==> config.mk <==
export PLATFORM = sky130hd
export DESIGN_NAME = led_pixel_bit_encoder
export DESIGN_NICKNAME = d
export VERILOG_FILES = /design/src/hw/rtl/lpbe_pkg.sv /design/src/hw/rtl/led_pixel_bit_encoder.sv /design/src/hw/rtl/lpbe_front.sv /design/src/hw/rtl/lpbe_queue.sv /design/src/hw/rtl/lpbe_back.sv
export SDC_FILE = /design/constraint.sdc
export NUM_CORES = 1
export LEC_CHECK = 0
export ABC_AREA = 1
export BUFFER_PORTS_ARGS = -buffer_cell sky130_fd_sc_hd__buf_2
export CORE_AREA = 2 2 143 145
export CTS_BUF_LIST = sky130_fd_sc_hd__clkbuf_8
export DETAILED_ROUTE_END_ITERATION = 8
export DIE_AREA = 0 0 145 147
export GPL_TIMING_DRIVEN = 0
export MAX_ROUTING_LAYER = met4
export SKIP_CTS_REPAIR_TIMING = 1
export SYNTH_ARGS = -nofsm -noshare
export SYNTH_HDL_FRONTEND = slang
export SYNTH_SLANG_ARGS = --single-unit
==> constraint.sdc <==
create_clock -name clk_i -period 7.38 [get_ports clk_i]
set_input_delay 0.738 -clock clk_i [delete_from_list [all_inputs] [get_ports clk_i]]
set_output_delay 0.738 -clock clk_i [all_outputs]
set_load 0.01 [all_outputs]
==> src/hw/rtl/lpbe_pkg.sv <==
// ---------------------------------------------------------------------------
// lpbe_pkg
// Shared types and constants of the LED pixel bit encoder.
// ---------------------------------------------------------------------------
package lpbe_pkg;

  localparam int unsigned ByteW       = 8;
  localparam int unsigned PixelBits   = 3 * ByteW;
  localparam int unsigned SegsPerPixel = 2 * PixelBits;
  localparam int unsigned SegCntW     = $clog2(SegsPerPixel + 1);
  localparam int unsigned TickW       = 8;
  localparam int unsigned DurW        = 16;
  localparam int unsigned CfgAddrW    = 3;
  localparam int unsigned CfgDataW    = 16;
  localparam int unsigned OrderW      = 3;
  localparam int unsigned QueueDepth  = 2;
  localparam int unsigned QueuePtrW   = $clog2(QueueDepth);
  localparam int unsigned QueueCntW   = $clog2(QueueDepth + 1);

  // Configuration register indexes
  localparam logic [CfgAddrW-1:0] CfgColorOrder   = 3'd0;
  localparam logic [CfgAddrW-1:0] CfgOneHighTicks = 3'd1;
  localparam logic [CfgAddrW-1:0] CfgOneLowTicks  = 3'd2;
  localparam logic [CfgAddrW-1:0] CfgZeroHighTicks = 3'd3;
  localparam logic [CfgAddrW-1:0] CfgZeroLowTicks = 3'd4;
  localparam logic [CfgAddrW-1:0] CfgResetTicks   = 3'd5;

  // Color order codes
  localparam logic [OrderW-1:0] OrderRgb = 3'd0;
  localparam logic [OrderW-1:0] OrderRbg = 3'd1;
  localparam logic [OrderW-1:0] OrderGrb = 3'd2;
  localparam logic [OrderW-1:0] OrderGbr = 3'd3;
  localparam logic [OrderW-1:0] OrderBrg = 3'd4;
  localparam logic [OrderW-1:0] OrderBgr = 3'd5;

  // Reset values
  localparam logic [OrderW-1:0] RstColorOrder   = OrderGrb;
  localparam logic [TickW-1:0]  RstOneHighTicks = 8'd11;
  localparam logic [TickW-1:0]  RstOneLowTicks  = 8'd10;
  localparam logic [TickW-1:0]  RstZeroHighTicks = 8'd6;
  localparam logic [TickW-1:0]  RstZeroLowTicks = 8'd13;
  localparam logic [DurW-1:0]   RstResetTicks   = 16'd800;

  // Pixel as queued: bits[PixelBits-1] goes out first
  typedef struct packed {
    logic [PixelBits-1:0] bits;
    logic                 last;
  } pixel_t;

  typedef struct packed {
    logic [TickW-1:0] one_high;
    logic [TickW-1:0] one_low;
    logic [TickW-1:0] zero_high;
    logic [TickW-1:0] zero_low;
    logic [DurW-1:0]  reset_len;
  } tick_cfg_t;

  function automatic logic [PixelBits-1:0] reorder(input logic [OrderW-1:0] order,
                                                   input logic [ByteW-1:0]  r,
                                                   input logic [ByteW-1:0]  g,
                                                   input logic [ByteW-1:0]  b);
    logic [PixelBits-1:0] res;
    unique case (order)
      OrderRgb: res = {r, g, b};
      OrderRbg: res = {r, b, g};
      OrderGrb: res = {g, r, b};
      OrderGbr: res = {g, b, r};
      OrderBrg: res = {b, r, g};
      OrderBgr: res = {b, g, r};
      default:  res = {r, g, b};
    endcase
    return res;
  endfunction

endpackage

==> src/hw/rtl/led_pixel_bit_encoder.sv <==
// ---------------------------------------------------------------------------
// led_pixel_bit_encoder
// Encodes pixels into high/low line segments for a one-wire LED chain.
// ---------------------------------------------------------------------------
// Path: with the sequencer idle, an accepted pixel is written to the queue,
//   loaded into the sequencer's shift register, then its first segment is
//   registered. Segments: 48 per pixel, 49 for a pixel marked last; the
//   sequencer emits one segment per cycle unless the output stalls.
// Reset: configuration returns to GRB order, ticks 11/10/6/13, latch 800;
//   the queue empties and no segment is offered.
module led_pixel_bit_encoder import lpbe_pkg::*; (
  input  logic                clk_i,
  input  logic                rst_ni,
  input  logic                cfg_we_i,
  input  logic [CfgAddrW-1:0] cfg_addr_i,
  input  logic [CfgDataW-1:0] cfg_wdata_i,
  input  logic                s_axis_tvalid,
  output logic                s_axis_tready,
  input  logic [23:0]         s_axis_tdata,  // red[7:0], green[15:8], blue[23:16]
  input  logic                s_axis_tlast,  // last pixel of frame
  output logic                m_axis_tvalid,
  input  logic                m_axis_tready,
  output logic [23:0]         m_axis_tdata,  // line_level[0], duration[16:1], zero[23:17]
  output logic                m_axis_tlast   // end of run
);

  logic [OrderW-1:0] color_order_q;
  tick_cfg_t         ticks_q;

  logic   q_full;
  logic   q_push;
  pixel_t q_push_data;
  logic   q_pop;
  logic   q_valid;
  pixel_t q_head;

  always_ff @(posedge clk_i or negedge rst_ni) begin
    if (!rst_ni) begin
      color_order_q     <= RstColorOrder;
      ticks_q.one_high  <= RstOneHighTicks;
      ticks_q.one_low   <= RstOneLowTicks;
      ticks_q.zero_high <= RstZeroHighTicks;
      ticks_q.zero_low  <= RstZeroLowTicks;
      ticks_q.reset_len <= RstResetTicks;
    end else if (cfg_we_i) begin
      unique case (cfg_addr_i)
        CfgColorOrder:    color_order_q     <= cfg_wdata_i[OrderW-1:0];
        CfgOneHighTicks:  ticks_q.one_high  <= cfg_wdata_i[TickW-1:0];
        CfgOneLowTicks:   ticks_q.one_low   <= cfg_wdata_i[TickW-1:0];
        CfgZeroHighTicks: ticks_q.zero_high <= cfg_wdata_i[TickW-1:0];
        CfgZeroLowTicks:  ticks_q.zero_low  <= cfg_wdata_i[TickW-1:0];
        CfgResetTicks:    ticks_q.reset_len <= cfg_wdata_i[DurW-1:0];
        default: ;  // drop writes to unknown indexes
      endcase
    end
  end

  lpbe_front u_front (
    .s_axis_tvalid (s_axis_tvalid),
    .s_axis_tready (s_axis_tready),
    .s_axis_tdata  (s_axis_tdata),
    .s_axis_tlast  (s_axis_tlast),
    .color_order_i (color_order_q),
    .q_full_i      (q_full),
    .q_push_o      (q_push),
    .q_pixel_o     (q_push_data)
  );

  lpbe_queue u_queue (
    .clk_i       (clk_i),
    .rst_ni      (rst_ni),
    .push_i      (q_push),
    .push_data_i (q_push_data),
    .full_o      (q_full),
    .pop_i       (q_pop),
    .valid_o     (q_valid),
    .head_o      (q_head)
  );

  lpbe_back u_back (
    .clk_i         (clk_i),
    .rst_ni        (rst_ni),
    .ticks_i       (ticks_q),
    .q_valid_i     (q_valid),
    .q_head_i      (q_head),
    .q_pop_o       (q_pop),
    .m_axis_tvalid (m_axis_tvalid),
    .m_axis_tready (m_axis_tready),
    .m_axis_tdata  (m_axis_tdata),
    .m_axis_tlast  (m_axis_tlast)
  );

endmodule

==> src/hw/rtl/lpbe_front.sv <==
// ---------------------------------------------------------------------------
// lpbe_front
// Input side: accepts a pixel, puts its bytes in send order, pushes it.
// ---------------------------------------------------------------------------
module lpbe_front import lpbe_pkg::*; (
  input  logic              s_axis_tvalid,
  output logic              s_axis_tready,
  input  logic [23:0]       s_axis_tdata,  // red[7:0], green[15:8], blue[23:16]
  input  logic              s_axis_tlast,  // last pixel of frame
  input  logic [OrderW-1:0] color_order_i,
  input  logic              q_full_i,
  output logic              q_push_o,
  output pixel_t            q_pixel_o
);

  assign s_axis_tready = !q_full_i;
  assign q_push_o      = s_axis_tvalid && !q_full_i;

  always_comb begin
    q_pixel_o.bits = reorder(color_order_i,
                             s_axis_tdata[ByteW-1:0],
                             s_axis_tdata[2*ByteW-1:ByteW],
                             s_axis_tdata[3*ByteW-1:2*ByteW]);
    q_pixel_o.last = s_axis_tlast;
  end

endmodule

==> src/hw/rtl/lpbe_queue.sv <==
// ---------------------------------------------------------------------------
// lpbe_queue
// Short pixel queue between the front and the segment sequencer.
// ---------------------------------------------------------------------------
module lpbe_queue import lpbe_pkg::*; (
  input  logic   clk_i,
  input  logic   rst_ni,
  input  logic   push_i,
  input  pixel_t push_data_i,
  output logic   full_o,
  input  logic   pop_i,
  output logic   valid_o,
  output pixel_t head_o
);

  pixel_t                 mem_q [QueueDepth];
  logic [QueuePtrW-1:0]   wr_ptr_q, wr_ptr_d;
  logic [QueuePtrW-1:0]   rd_ptr_q, rd_ptr_d;
  logic [QueueCntW-1:0]   cnt_q, cnt_d;

  assign full_o  = (cnt_q == QueueCntW'(QueueDepth));
  assign valid_o = (cnt_q != '0);
  assign head_o  = mem_q[rd_ptr_q];

  always_comb begin
    wr_ptr_d = wr_ptr_q;
    rd_ptr_d = rd_ptr_q;
    cnt_d    = cnt_q;
    if (push_i) begin
      wr_ptr_d = (wr_ptr_q == QueuePtrW'(QueueDepth - 1)) ? '0 : wr_ptr_q + 1'b1;
    end
    if (pop_i) begin
      rd_ptr_d = (rd_ptr_q == QueuePtrW'(QueueDepth - 1)) ? '0 : rd_ptr_q + 1'b1;
    end
    if (push_i && !pop_i) begin
      cnt_d = cnt_q + 1'b1;
    end else if (pop_i && !push_i) begin
      cnt_d = cnt_q - 1'b1;
    end
  end

  always_ff @(posedge clk_i or negedge rst_ni) begin
    if (!rst_ni) begin
      wr_ptr_q <= '0;
      rd_ptr_q <= '0;
      cnt_q    <= '0;
    end else begin
      wr_ptr_q <= wr_ptr_d;
      rd_ptr_q <= rd_ptr_d;
      cnt_q    <= cnt_d;
    end
  end

  always_ff @(posedge clk_i) begin
    if (push_i) begin
      mem_q[wr_ptr_q] <= push_data_i;
    end
  end

endmodule

==> src/hw/rtl/lpbe_back.sv <==
// ---------------------------------------------------------------------------
// lpbe_back
// Segment sequencer: turns a queued pixel into high/low line segments,
// one per cycle unless the output stalls, into an output register.
// ---------------------------------------------------------------------------
module lpbe_back import lpbe_pkg::*; (
  input  logic        clk_i,
  input  logic        rst_ni,
  input  tick_cfg_t   ticks_i,
  input  logic        q_valid_i,
  input  pixel_t      q_head_i,
  output logic        q_pop_o,
  output logic        m_axis_tvalid,
  input  logic        m_axis_tready,
  output logic [23:0] m_axis_tdata,  // line_level[0], duration[16:1], zero[23:17]
  output logic        m_axis_tlast   // end of run
);

  logic                 busy_q;
  logic [PixelBits-1:0] shreg_q;
  logic                 last_q;
  logic [SegCntW-1:0]   cnt_q;

  logic                 out_valid_q;
  logic                 out_level_q;
  logic [DurW-1:0]      out_dur_q;
  logic                 out_end_q;

  logic                 advance;
  logic                 load;
  logic                 latch_seg;
  logic                 bit_one;
  logic                 seg_level;
  logic [DurW-1:0]      seg_dur;
  logic                 seg_end;
  logic                 seg_final;

  assign advance = !out_valid_q || m_axis_tready;
  assign load    = busy_q && advance;
  assign bit_one = shreg_q[PixelBits-1];
  assign latch_seg = (cnt_q == SegCntW'(SegsPerPixel));

  always_comb begin
    if (latch_seg) begin
      seg_level = 1'b0;
      seg_dur   = ticks_i.reset_len;
      seg_end   = 1'b1;
      seg_final = 1'b1;
    end else if (!cnt_q[0]) begin
      seg_level = 1'b1;
      seg_dur   = DurW'(bit_one ? ticks_i.one_high : ticks_i.zero_high);
      seg_end   = 1'b0;
      seg_final = 1'b0;
    end else begin
      seg_level = 1'b0;
      seg_dur   = DurW'(bit_one ? ticks_i.one_low : ticks_i.zero_low);
      seg_end   = !last_q && (cnt_q == SegCntW'(SegsPerPixel - 1));
      seg_final = seg_end;
    end
  end

  // Take the next pixel when idle or as the current one emits its final segment
  assign q_pop_o = q_valid_i && (!busy_q || (load && seg_final));

  always_ff @(posedge clk_i or negedge rst_ni) begin
    if (!rst_ni) begin
      busy_q      <= 1'b0;
      cnt_q       <= '0;
      out_valid_q <= 1'b0;
    end else begin
      if (q_pop_o) begin
        busy_q <= 1'b1;
        cnt_q  <= '0;
      end else if (load && seg_final) begin
        busy_q <= 1'b0;
      end else if (load) begin
        cnt_q <= cnt_q + 1'b1;
      end
      if (load) begin
        out_valid_q <= 1'b1;
      end else if (m_axis_tready) begin
        out_valid_q <= 1'b0;
      end
    end
  end

  always_ff @(posedge clk_i) begin
    if (q_pop_o) begin
      shreg_q <= q_head_i.bits;
      last_q  <= q_head_i.last;
    end else if (load && cnt_q[0]) begin
      // advance to the next bit after its low segment
      shreg_q <= {shreg_q[PixelBits-2:0], 1'b0};
    end
    if (load) begin
      out_level_q <= seg_level;
      out_dur_q   <= seg_dur;
      out_end_q   <= seg_end;
    end
  end

  assign m_axis_tvalid = out_valid_q;
  assign m_axis_tdata  = {(24 - DurW - 1)'(0), out_dur_q, out_level_q};
  assign m_axis_tlast  = out_end_q;

endmodule

==> results by group, run 1 <==
Outcome
  • Status: completed

Synthesis
  • Post-synthesis xor/xnor area fraction: 0.771%
  • Synth async-reset ratio: about two fifths
  • Mapped Cells: 631
  • Synth Warn #: 0
  • Netlist Area Pre-Place: about 6800 um2
  • Number of synthesized flops with an enable pin: 93
  • Seq/Total Area, Yosys: roughly 64%
  • Post-Synth Adder-Cell Area: 0.551%
  • Post-Syn Area per Cell: around 11 um2
  • Top FF cell, synth: edfxtp_1
  • Unique masters post-synth: 32
  • Mux contribution to synthesized area: under 10%
  • Compound-gate portion of the synthesized area: roughly 12%
  • Register bit total from synthesis: around 160
  • Post-synthesis simple-gate area fraction: 12.4%
  • Largest family of logic cells by synthesized area: compound AO/OA/AOI/OAI gates

Finish
  • Finished Core Util: between 40% and 50%
  • Share of cells above drive strength 1: a little over a fifth
  • Commonest non-fill, non-tap cell in the layout: nand2_1
  • Commonest cells after routing, fill and taps aside: nand2_1, edfxtp_1, buf_2, o21ai_0, inv_1
  • Nets: ~780
  • Design area: between 7000 and 8000 um2
  • Area Growth Syn to Fin: 17.3%
  • Antenna cells: 0
  • Finished Layout Cells: 1,010

Clock tree
  • CTS Buffer Depth: 2
  • Root buffer cell: clkbuf_8
  • CTS Sinks: ~160
  • CTS tree: done
  • H-tree depth: 4
  • Skew-Pair Late Insertion Delay: 0.46 ns
  • CTS clk-pin slew, worst paths: approximately 0.090 ns
  • Num CTS Buffers: 17

STA
  • RSZ-0062 raised after global routing: no
  • Final setup violation count: 0
  • Final TNS setup: 0 ns
  • Min Hold Slack: between 0.3 and 0.4 ns
  • Max-slew headroom: a little under half
  • Final hold vios: 0
  • Final Max Slew Viols: 0
  • PnR worst setup slack: about 4.5 ns
  • Peak Freq: 343 MHz
  • Min Tclk post-route: around 3 ns
  • Clock Skew: about 0.014 ns
  • Worst Max-Slew Pin Slew: 0.820 ns
  • Final worst path period share: between 30% and 40%

Detailed routing
  • Initial DRC Count: 391
  • # DRC: 0
  • Vias/cell: about 4.6
  • Pre-antenna DRT Iters: 7
  • Post-route ant nets: 0
  • WL final: 14.3 mm
  • Routed length per instance: 14.2 um
  • Via count: ~4,600

Power
  • Pint: 1.69 mW
  • Logic pwr share: a little over a fifth
  • Max rail drop VDD: 125 uV
  • Sw Share: 30.2%
  • Clk pwr share: between 20 and 30%
  • Total power: around 2.4 mW
  • Net load switching power: 731 uW
  • Lkg Pwr: between 3 and 4 nW
  • Sequential share of power: about half
  • Power density cells: 303 nW/um2

GRT
  • Vias in the first global route: 4,436
  • Largest net degree at the start of global routing: 64
  • Grt ovf: 0
  • First-pass GRT wire length: approximately 23 mm
  • Initial antenna violation count: 0
  • Tot GR Track Use: 14.3%

Critical path
  • WP data required: around 7.7 ns
  • Critical-path cell list: inv_1 > clkbuf_1 > ha_1 > inv_1 > nor2_1 > nand2_1 > nand2_4 > nand2_4 > nand2_2 > nand2_2 > buf_6 > buf_6 > ha_1 > a21oi_1 > o21ai_0 > xnor2_1
  • Setup slack, reg-to-reg: between 4 and 5 ns
  • CP max-delay cell: dfrtp_1
  • CP startpoint kind: flop
  • Crit. End Element: flop
  • Setup CP Type: flop to flop
  • Top delay family on crit path: buffers and inverters
  • Crit Path Max Fanout: 10
  • Reg-to-Reg End: u_queue.cnt_q[1]
  • Worst Reg-to-Reg Cells: 16
  • Worst path bufs/invs: 5
  • Critical path arrival: 3.26 ns
  • WP depth: 16
  • Slowest Stage Delay on Critical Path: between 0.4 and 0.5 ns
  • Reg-to-Reg Start: u_back.cnt_q[0]

Job
  • Max Cap Viol: 0

Placed design
  • RD Place Congestion: just over 0.8
  • Pre-CTS WS: around 4.3 ns
  • PortBufs: slightly below 70
  • Placed cell count: between 900 and 1,000
  • Dpl cell area: roughly 7600 um2
  • Dpl hpwl: 9.95 mm

Floorplanning
  • Rows: 52
  • Core footprint: between 15,000 and 20,000 um2
  • Die Y: ~150 um
  • Die ar.: approximately 21,000 um2
  • Initial Util: 34.3%
  • IO Pins: 76
  • Die width: 145 um

Min path
  • Hold Crit Class: input port to async pin
## final cells by class
cell class	count	area [um2]
inverter	58	218
multi-input combinational	389	2050
tap	270	338
timing repair buffer	71	388
clock buffer	17	234
buffer	34	195
fill	1925	11900
sequential	156	4390
clock inverter	15	185
## worst max path at each step
| stage | startpoint | end | slack, ns |
|---|---|---|---|
| final | u_back.cnt_q[0] | u_queue.cnt_q[1] | 4.46 |
| after detailed placement | m_axis_tready | u_queue.cnt_q[1] | 4.33 |
| after floorplan | m_axis_tready | u_back.shreg_q[0] | 4.19 |
| after global placement | m_axis_tready | u_back.shreg_q[14] | 3.07 |
| after global routing | u_back.cnt_q[0] | u_queue.cnt_q[1] | 4.22 |
| after CTS | u_back.cnt_q[0] | u_queue.cnt_q[1] | 4.43 |
## metal layers
layer | vias up | part of all wire (%) | track usage [%]
met4 | 0 | 1.1 | 5.05
li1 | 2352 | - | -
met5 | - | 0 | -
met2 | 75 | 47 | 21.7
met3 | 12 | 2.8 | 2.58
met1 | 2209 | 49 | 19.4
## kinds of logic after synthesis
family / count (synthesis)
and+or+nand+nor: 212
adders and majority gates: 3
other: 1
xor gates and xnor gates: 6
DFF: 156
buffers and inverters: 92
AOI/OAI and AO/OA: 138
muxes: 23
## cell usage after synthesis (all sizes together), types with 2 or more instances
cell type / n / area [um2]
edfxtp: 93 / 2790
a21oi: 12 / 63.8
clkbuf: 16 / 60.1
xor2: 4 / 35.0
nand4: 2 / 12.5
mux2i: 23 / 230
nand3: 6 / 30.0
o221ai: 24 / 210
o211ai: 6 / 45.0
buf: 18 / 135
a31oi: 3 / 18.8
inv: 58 / 218
ha: 3 / 37.5
dfstp: 14 / 368
o2111ai: 4 / 35.0
nor2: 56 / 215
o21ai: 84 / 443
dfrtp: 49 / 1230
nand2: 147 / 579
xnor2: 2 / 17.5
o22ai: 5 / 31.3
## worst register-to-register path: stages, from the launching register on
cell and delay [ns]:
dfrtp_1 0.43, inv_1 0.09, clkbuf_1 0.42, ha_1 0.24, inv_1 0.04, nor2_1 0.09, nand2_1 0.15, nand2_4 0.12
nand2_4 0.08, nand2_2 0.10, nand2_2 0.07, buf_6 0.15, buf_6 0.15, ha_1 0.31, a21oi_1 0.12, o21ai_0 0.11
xnor2_1 0.14
## power groups by stage
stage | clock network (mW) | registers, mW | logic [mW]
2_1_floorplan | 0 | 1.25 | 0.330
3_5_place_dp | 0 | 1.26 | 0.507
3_3_place_gp | 0 | 1.26 | 0.482
5_1_grt | 0.722 | 1.27 | 0.570
4_1_cts | 0.686 | 1.24 | 0.510
6_report | 0.670 | 1.24 | 0.504
## flip-flops by register name, indices dropped and copies added (netlist names), 2 cells and up
register	cells
u_queue.mem_q	50
ticks_q	48
u_back.shreg_q	24
u_back.out_dur_q	16
u_back.cnt_q	6
color_order_q	3
u_queue.cnt_q	2
No activity file was read; power rests on OpenSTA's default activity.
==> run 2: changes to the inputs <==
==> constraint.sdc (replaced) <==
create_clock -name clk_i -period 2.87 [get_ports clk_i]
set_input_delay 0.287 -clock clk_i [delete_from_list [all_inputs] [get_ports clk_i]]
set_output_delay 0.287 -clock clk_i [all_outputs]
set_load 0.01 [all_outputs]
==> run 2 against run 1 <==
  * Clock power increased by 130%
  * Die area is the same
  * Sequential share of layout area hardly changed
  * Via count grew 1.9%
  * Highest routed layer unchanged
  * Global-route usage shrank 0.11 points
  * Final cell count is 0.20% higher
==> results by group, run 2 (synthesized netlist as in run 1, its figures left out) <==
Finish
  • Antenna cells: 0
  • Commonest cells after routing, fill and taps aside: nand2_1, edfxtp_1, buf_2, o21ai_0, inv_1
  • Nets: slightly below 800
  • Reg area: ~4400 um2
  • Largest register FFs: 50
  • Footprint of the multi-input gates: around 2100 um2
  • Commonest non-fill, non-tap cell in the layout: nand2_1
  • Finished Layout Cells: just over 1,000
  • Largest register by flop count: u_queue.mem_q
  • Fill cells: slightly below 2,000
  • Share of cells above drive strength 1: a little over a fifth
  • Area Growth Syn to Fin: 17.3%
  • Top flop regs: u_queue.mem_q: 50 flops, ticks_q: 48 flops, u_back.shreg_q: 24 flops

Min path
  • Hold Crit Class: input port to flop
  • Worst Hold Depth: 1
  • Worst Hold Launch: s_axis_tlast
  • Hold EP: u_queue.mem_q[0][0]

STA
  • Peak Freq: approximately 390 MHz
  • Final Max Slew Viols: 0
  • Max-slew headroom: ~44%
  • Final worst path period share: between 80% and 90%
  • Final TNS setup: 0 ns
  • Clock Skew: around 0.014 ns
  • Final hold vios: 0
  • Final setup violation count: 0
  • Worst Max-Slew Pin Slew: approximately 0.84 ns
  • Min Tclk post-route: about 2.6 ns
  • RSZ-0062 raised after global routing: no

Clock tree
  • Root buffer cell: clkbuf_8
  • H-tree depth: 4
  • CTS Sinks: 156
  • CTS clk-pin slew, worst paths: about 0.090 ns
  • Num CTS Buffers: 17
  • Skew-Pair Late Insertion Delay: about 0.45 ns
  • CTS Buffer Depth: 2
  • CTS tree: done

Detailed routing
  • Routed length per instance: about 14 um
  • WL final: 14.3 mm
  • Initial DRC Count: ~320
  • Vias/cell: 4.68
  • Post-route ant nets: 0
  • Pre-antenna DRT Iters: 5
  • # DRC: 0
  • Via count: roughly 4,700

Power
  • Max rail drop VDD: around 320 uV
  • Total power: between 6 and 7 mW
  • Lkg Pwr: ~3.6 nW
  • Power density cells: around 760 nW/um2

Job
  • Max Cap Viol: 0

Critical path
  • Setup CP Type: flop to flop
  • Worst path bufs/invs: 3
  • CP startpoint kind: flop
  • CP max-delay cell: inv_2
  • Top delay family on crit path: buffers and inverters
  • Critical path arrival: between 2 and 3 ns
  • Crit Path Max Fanout: 23
  • Cell repeated most along the worst path: nand2_2
  • WP data required: 3.20 ns
  • Worst Reg-to-Reg Cells: 12
  • Slowest Stage Delay on Critical Path: 0.44 ns
  • Reg-to-Reg End: u_queue.cnt_q[1]
  • Reg-to-Reg Start: u_back.m_axis_tvalid
  • Setup slack, reg-to-reg: 0.29 ns
  • Critical-path cell list: nand2_1 > nand2_2 > inv_2 > nand2_4 > nand2_2 > nand2_2 > buf_6 > buf_6 > ha_1 > a21oi_1 > o21ai_0 > xnor2_1
  • Crit path from: u_back.m_axis_tvalid
  • Crit. End Element: flop

GRT
  • Tot GR Track Use: approximately 14%
  • First-pass GRT wire length: ~23 mm
  • Largest net degree at the start of global routing: 64
  • Grt ovf: 0
  • Vias in the first global route: around 4,500
  • Initial antenna violation count: 0

Floorplanning
  • Rows: 52
  • Die width: roughly 150 um
  • Die Y: between 100 and 150 um
  • Core footprint: 19,800 um2
  • Die ar.: between 20,000 and 25,000 um2
  • Initial Util: 34.3%
  • IO Pins: 76

Placed design
  • RD Place Congestion: between 0.8 and 0.9
  • Placed cell count: 977
  • Dpl hpwl: about 10 mm
  • PortBufs: slightly below 70

Outcome
  • Status: completed
[run 2: metrics by stage]
stage | hold WS [ns] | instance area [um2] | worst slack, ns | util, %
CTS | -0.0657 | 7960 | -0.0294 | 40.1
global route | 0.0281 | 7990 | 0.0757 | 40.3
global placement | 0.462 | 7510 | -0.822 | 37.9
floorplan | -0.00859 | 6840 | 0.0145 | -
finish | 0.0530 | 7990 | 0.288 | 40.3
detailed placement | 0.434 | 7590 | -0.0196 | 38.2
[run 2: metal layers]
| metal | routed length (um) | GRT usage [%] | up-vias | part of all wire (%) |
|---|---|---|---|---|
| li1 | - | - | 2362 | - |
| met4 | 164 | 4.80 | 0 | 1.1 |
| met1 | 6770 | 18.7 | 2274 | 47 |
| met3 | 517 | 3.20 | 8 | 3.6 |
| met2 | 6880 | 21.8 | 93 | 48 |
| met5 | 0 | - | - | 0 |
[run 2: how the worst max path moves through the flow]
stage | to | slack (ns) | cells after the start
2_1_floorplan | u_back.shreg_q[0] | 0.01 | 13
3_3_place_gp | u_back.shreg_q[10] | -0.82 | 13
5_1_grt | u_queue.cnt_q[1] | 0.08 | 15
4_1_cts | u_back.shreg_q[4] | -0.03 | 14
3_5_place_dp | u_queue.cnt_q[1] | -0.02 | 16
6_report | u_queue.cnt_q[1] | 0.29 | 12
[run 2: cell type report]
class,count,share of cell area [%]
plain buffers,33,2.40
clock inverters,15,1.74
flip-flops and latches,156,54.9
repair buffers,74,5.39
clock buffers,17,2.93
inverters,58,2.77
multi-input cells,389,25.7
well taps,270,4.23
[run 2: power by group]
group | switching [mW] | internal, mW | leakage (nW)
sequential | 0.201 | 3.00 | 1.63
clock | 0.855 | 0.699 | 0.179
combinational | 0.840 | 0.481 | 1.77
total | 1.90 | 4.18 | 3.58
==> run 3: changes to the inputs <==
--- a/config.mk
+++ b/config.mk
@@ -7,10 +7,10 @@
 export LEC_CHECK = 0
 export ABC_AREA = 1
 export BUFFER_PORTS_ARGS = -buffer_cell sky130_fd_sc_hd__buf_2
-export CORE_AREA = 2 2 143 145
+export CORE_AREA = 2 2 201 104
 export CTS_BUF_LIST = sky130_fd_sc_hd__clkbuf_8
 export DETAILED_ROUTE_END_ITERATION = 8
-export DIE_AREA = 0 0 145 147
+export DIE_AREA = 0 0 203 106
 export GPL_TIMING_DRIVEN = 0
 export MAX_ROUTING_LAYER = met4
 export SKIP_CTS_REPAIR_TIMING = 1
==> run 3 against run 2 <==
  * Final cell count is essentially flat
  * Flip-flop and latch count is the same
  * Critical path depth shrank 2
  * Power grew 2.1%
  * Wire length grew 13%
  * First-iteration DRC count grew 17%
  * Maximum frequency shrank 1.3%
  * Register-to-register slack lost 0.04 ns
  * Core utilization shrank 0.29 points
  * Critical path type unchanged
  * Critical endpoint is now u_back.shreg_q[20]
  * Largest cell class unchanged
==> results by group, run 3 (synthesized netlist as in run 1, its figures left out) <==
Outcome
  • Status: completed

Power
  • Pint: roughly 4.2 mW
  • Lkg Pwr: roughly 3.6 nW
  • Logic pwr share: 21.2%
  • Max rail drop VDD: about 240 uV
  • Sequential share of power: around 52%
  • Sw Share: 31.6%
  • Clk pwr share: 27.1%
  • Total power: ~6.2 mW
  • Net load switching power: between 1.5 and 2 mW
  • Power density cells: 778 nW/um2

GRT
  • Initial antenna violation count: 0
  • First-pass GRT wire length: roughly 25 mm
  • Tot GR Track Use: approximately 16%
  • Largest net degree at the start of global routing: 64
  • Grt ovf: 0
  • Vias in the first global route: around 4,400

Critical path
  • WP data required: 3.02 ns
  • Crit. End Element: flop
  • Crit Path Max Fanout: 23
  • Cell repeated most along the worst path: nand2_2
  • Setup CP Type: flop to flop
  • WP depth: 10
  • Worst path bufs/invs: 4
  • Critical path arrival: 2.76 ns
  • CP startpoint kind: flop
  • Critical-path cell list: nand2_1 > nand2_2 > inv_2 > nand2_4 > nand2_2 > nand2_2 > buf_6 > buf_6 > o21ai_2 > buf_8
  • Worst Reg-to-Reg Cells: 10
  • CP max-delay cell: inv_2
  • Top delay family on crit path: buffers and inverters
  • Slowest Stage Delay on Critical Path: roughly 0.46 ns

Floorplanning
  • Die Y: between 100 and 150 um
  • IO Pins: 76
  • Die ar.: approximately 22,000 um2
  • Initial Util: 34.2%
  • Die width: 203 um
  • Core footprint: approximately 20,000 um2
  • Rows: 37

STA
  • RSZ-0062 raised after global routing: no
  • Final worst path period share: a little over 90%
  • Final hold vios: 0
  • Clock Skew: 0.0171 ns
  • Min Hold Slack: 0.0280 ns
  • Min Tclk post-route: around 2.6 ns
  • Final Max Slew Viols: 0
  • Final setup violation count: 0
  • Peak Freq: approximately 380 MHz
  • Worst Max-Slew Pin Slew: about 0.84 ns
  • Max-slew headroom: a little over two fifths

Clock tree
  • Root buffer cell: clkbuf_8
  • CTS Sinks: 156
  • H-tree depth: 4
  • CTS clk-pin slew, worst paths: approximately 0.090 ns
  • Num CTS Buffers: 17
  • Skew-Pair Late Insertion Delay: 0.45 ns
  • CTS Buffer Depth: 2
  • CTS tree: done

Finish
  • Largest register FFs: 50
  • Fill cells: 1,945
  • Reg area: around 4400 um2
  • Antenna cells: 0
  • Commonest non-fill, non-tap cell in the layout: nand2_1
  • Area Growth Syn to Fin: 17.1%
  • Footprint of the multi-input gates: just over 2000 um2
  • Finished Layout Cells: just over 1,000
  • Nets: approximately 780
  • Commonest cells after routing, fill and taps aside: nand2_1, edfxtp_1, buf_2, o21ai_0, inv_1
  • Largest register by flop count: u_queue.mem_q
  • Finished Core Util: approximately two fifths
  • Top flop regs: u_queue.mem_q: 50 flops, ticks_q: 48 flops, u_back.shreg_q: 24 flops
  • Share of cells above drive strength 1: between 20% and 30%

Detailed routing
  • Initial DRC Count: 377
  • WL final: roughly 16 mm
  • Pre-antenna DRT Iters: 5
  • Post-route ant nets: 0
  • # DRC: 0
  • Routed length per instance: between 15 and 20 um
  • Via count: roughly 4,800
  • Vias/cell: between 4 and 5

Min path
  • Hold Crit Class: input port to flop
  • Worst Hold Depth: 1

Placed design
  • Placed cell count: 979
  • PortBufs: just under 70
  • RD Place Congestion: around 0.80
  • Dpl hpwl: around 12 mm

Job
  • Max Cap Viol: 0
==> run 3: stage by stage <==
step | setup slack, ns | instance area (um2) | TNS [ns]
finish | 0.253 | 7980 | 0
global route | 0.0682 | 7980 | 0
CTS | -0.130 | 7950 | -2.04
detailed placement | -0.0981 | 7550 | -1.62
global placement | -0.927 | 7520 | -28.49
floorplan | 0.0145 | 6840 | 0
==> run 3: per-layer routing <==
layer / routed length (um) / vias up / track usage (%)
met2: 6100 / 133 / 19.0
met5: 0 / - / -
met3: 1040 / 10 / 3.37
met4: 99 / 0 / 3.86
met1: 8990 / 2283 / 26.7
li1: - / 2351 / -
==> run 3: path summary, 6_finish.rpt <==
check                                      from                   to  slack, ns
max                        u_back.m_axis_tvalid   u_back.shreg_q[20]       0.25
min                                s_axis_tlast  u_queue.mem_q[1][0]       0.03
max reg2reg                u_back.m_axis_tvalid   u_back.shreg_q[20]       0.25
min reg2reg                          ticks_q[9]           ticks_q[9]       0.48
max in group asynchronous                rst_ni          ticks_q[42]       1.83
min in group asynchronous                rst_ni          ticks_q[10]       0.49
==> run 3: power groups by stage <==
stage	Sequential (mW)	Clock [mW]	Combinational, mW
5_1_grt	3.26	1.83	1.49
3_3_place_gp	3.26	0	1.27
2_1_floorplan	3.22	0	0.850
3_5_place_dp	3.26	0	1.31
6_report	3.21	1.68	1.31
4_1_cts	3.21	1.73	1.32
==> run 3: layout make-up <==
class	count	area share, %
multi-input combinational	389	25.8
inverter	58	2.78
timing repair buffer	72	4.80
clock inverter	15	2.04
clock buffer	17	2.93
sequential	156	55.0
tap	273	4.28
buffer	33	2.40
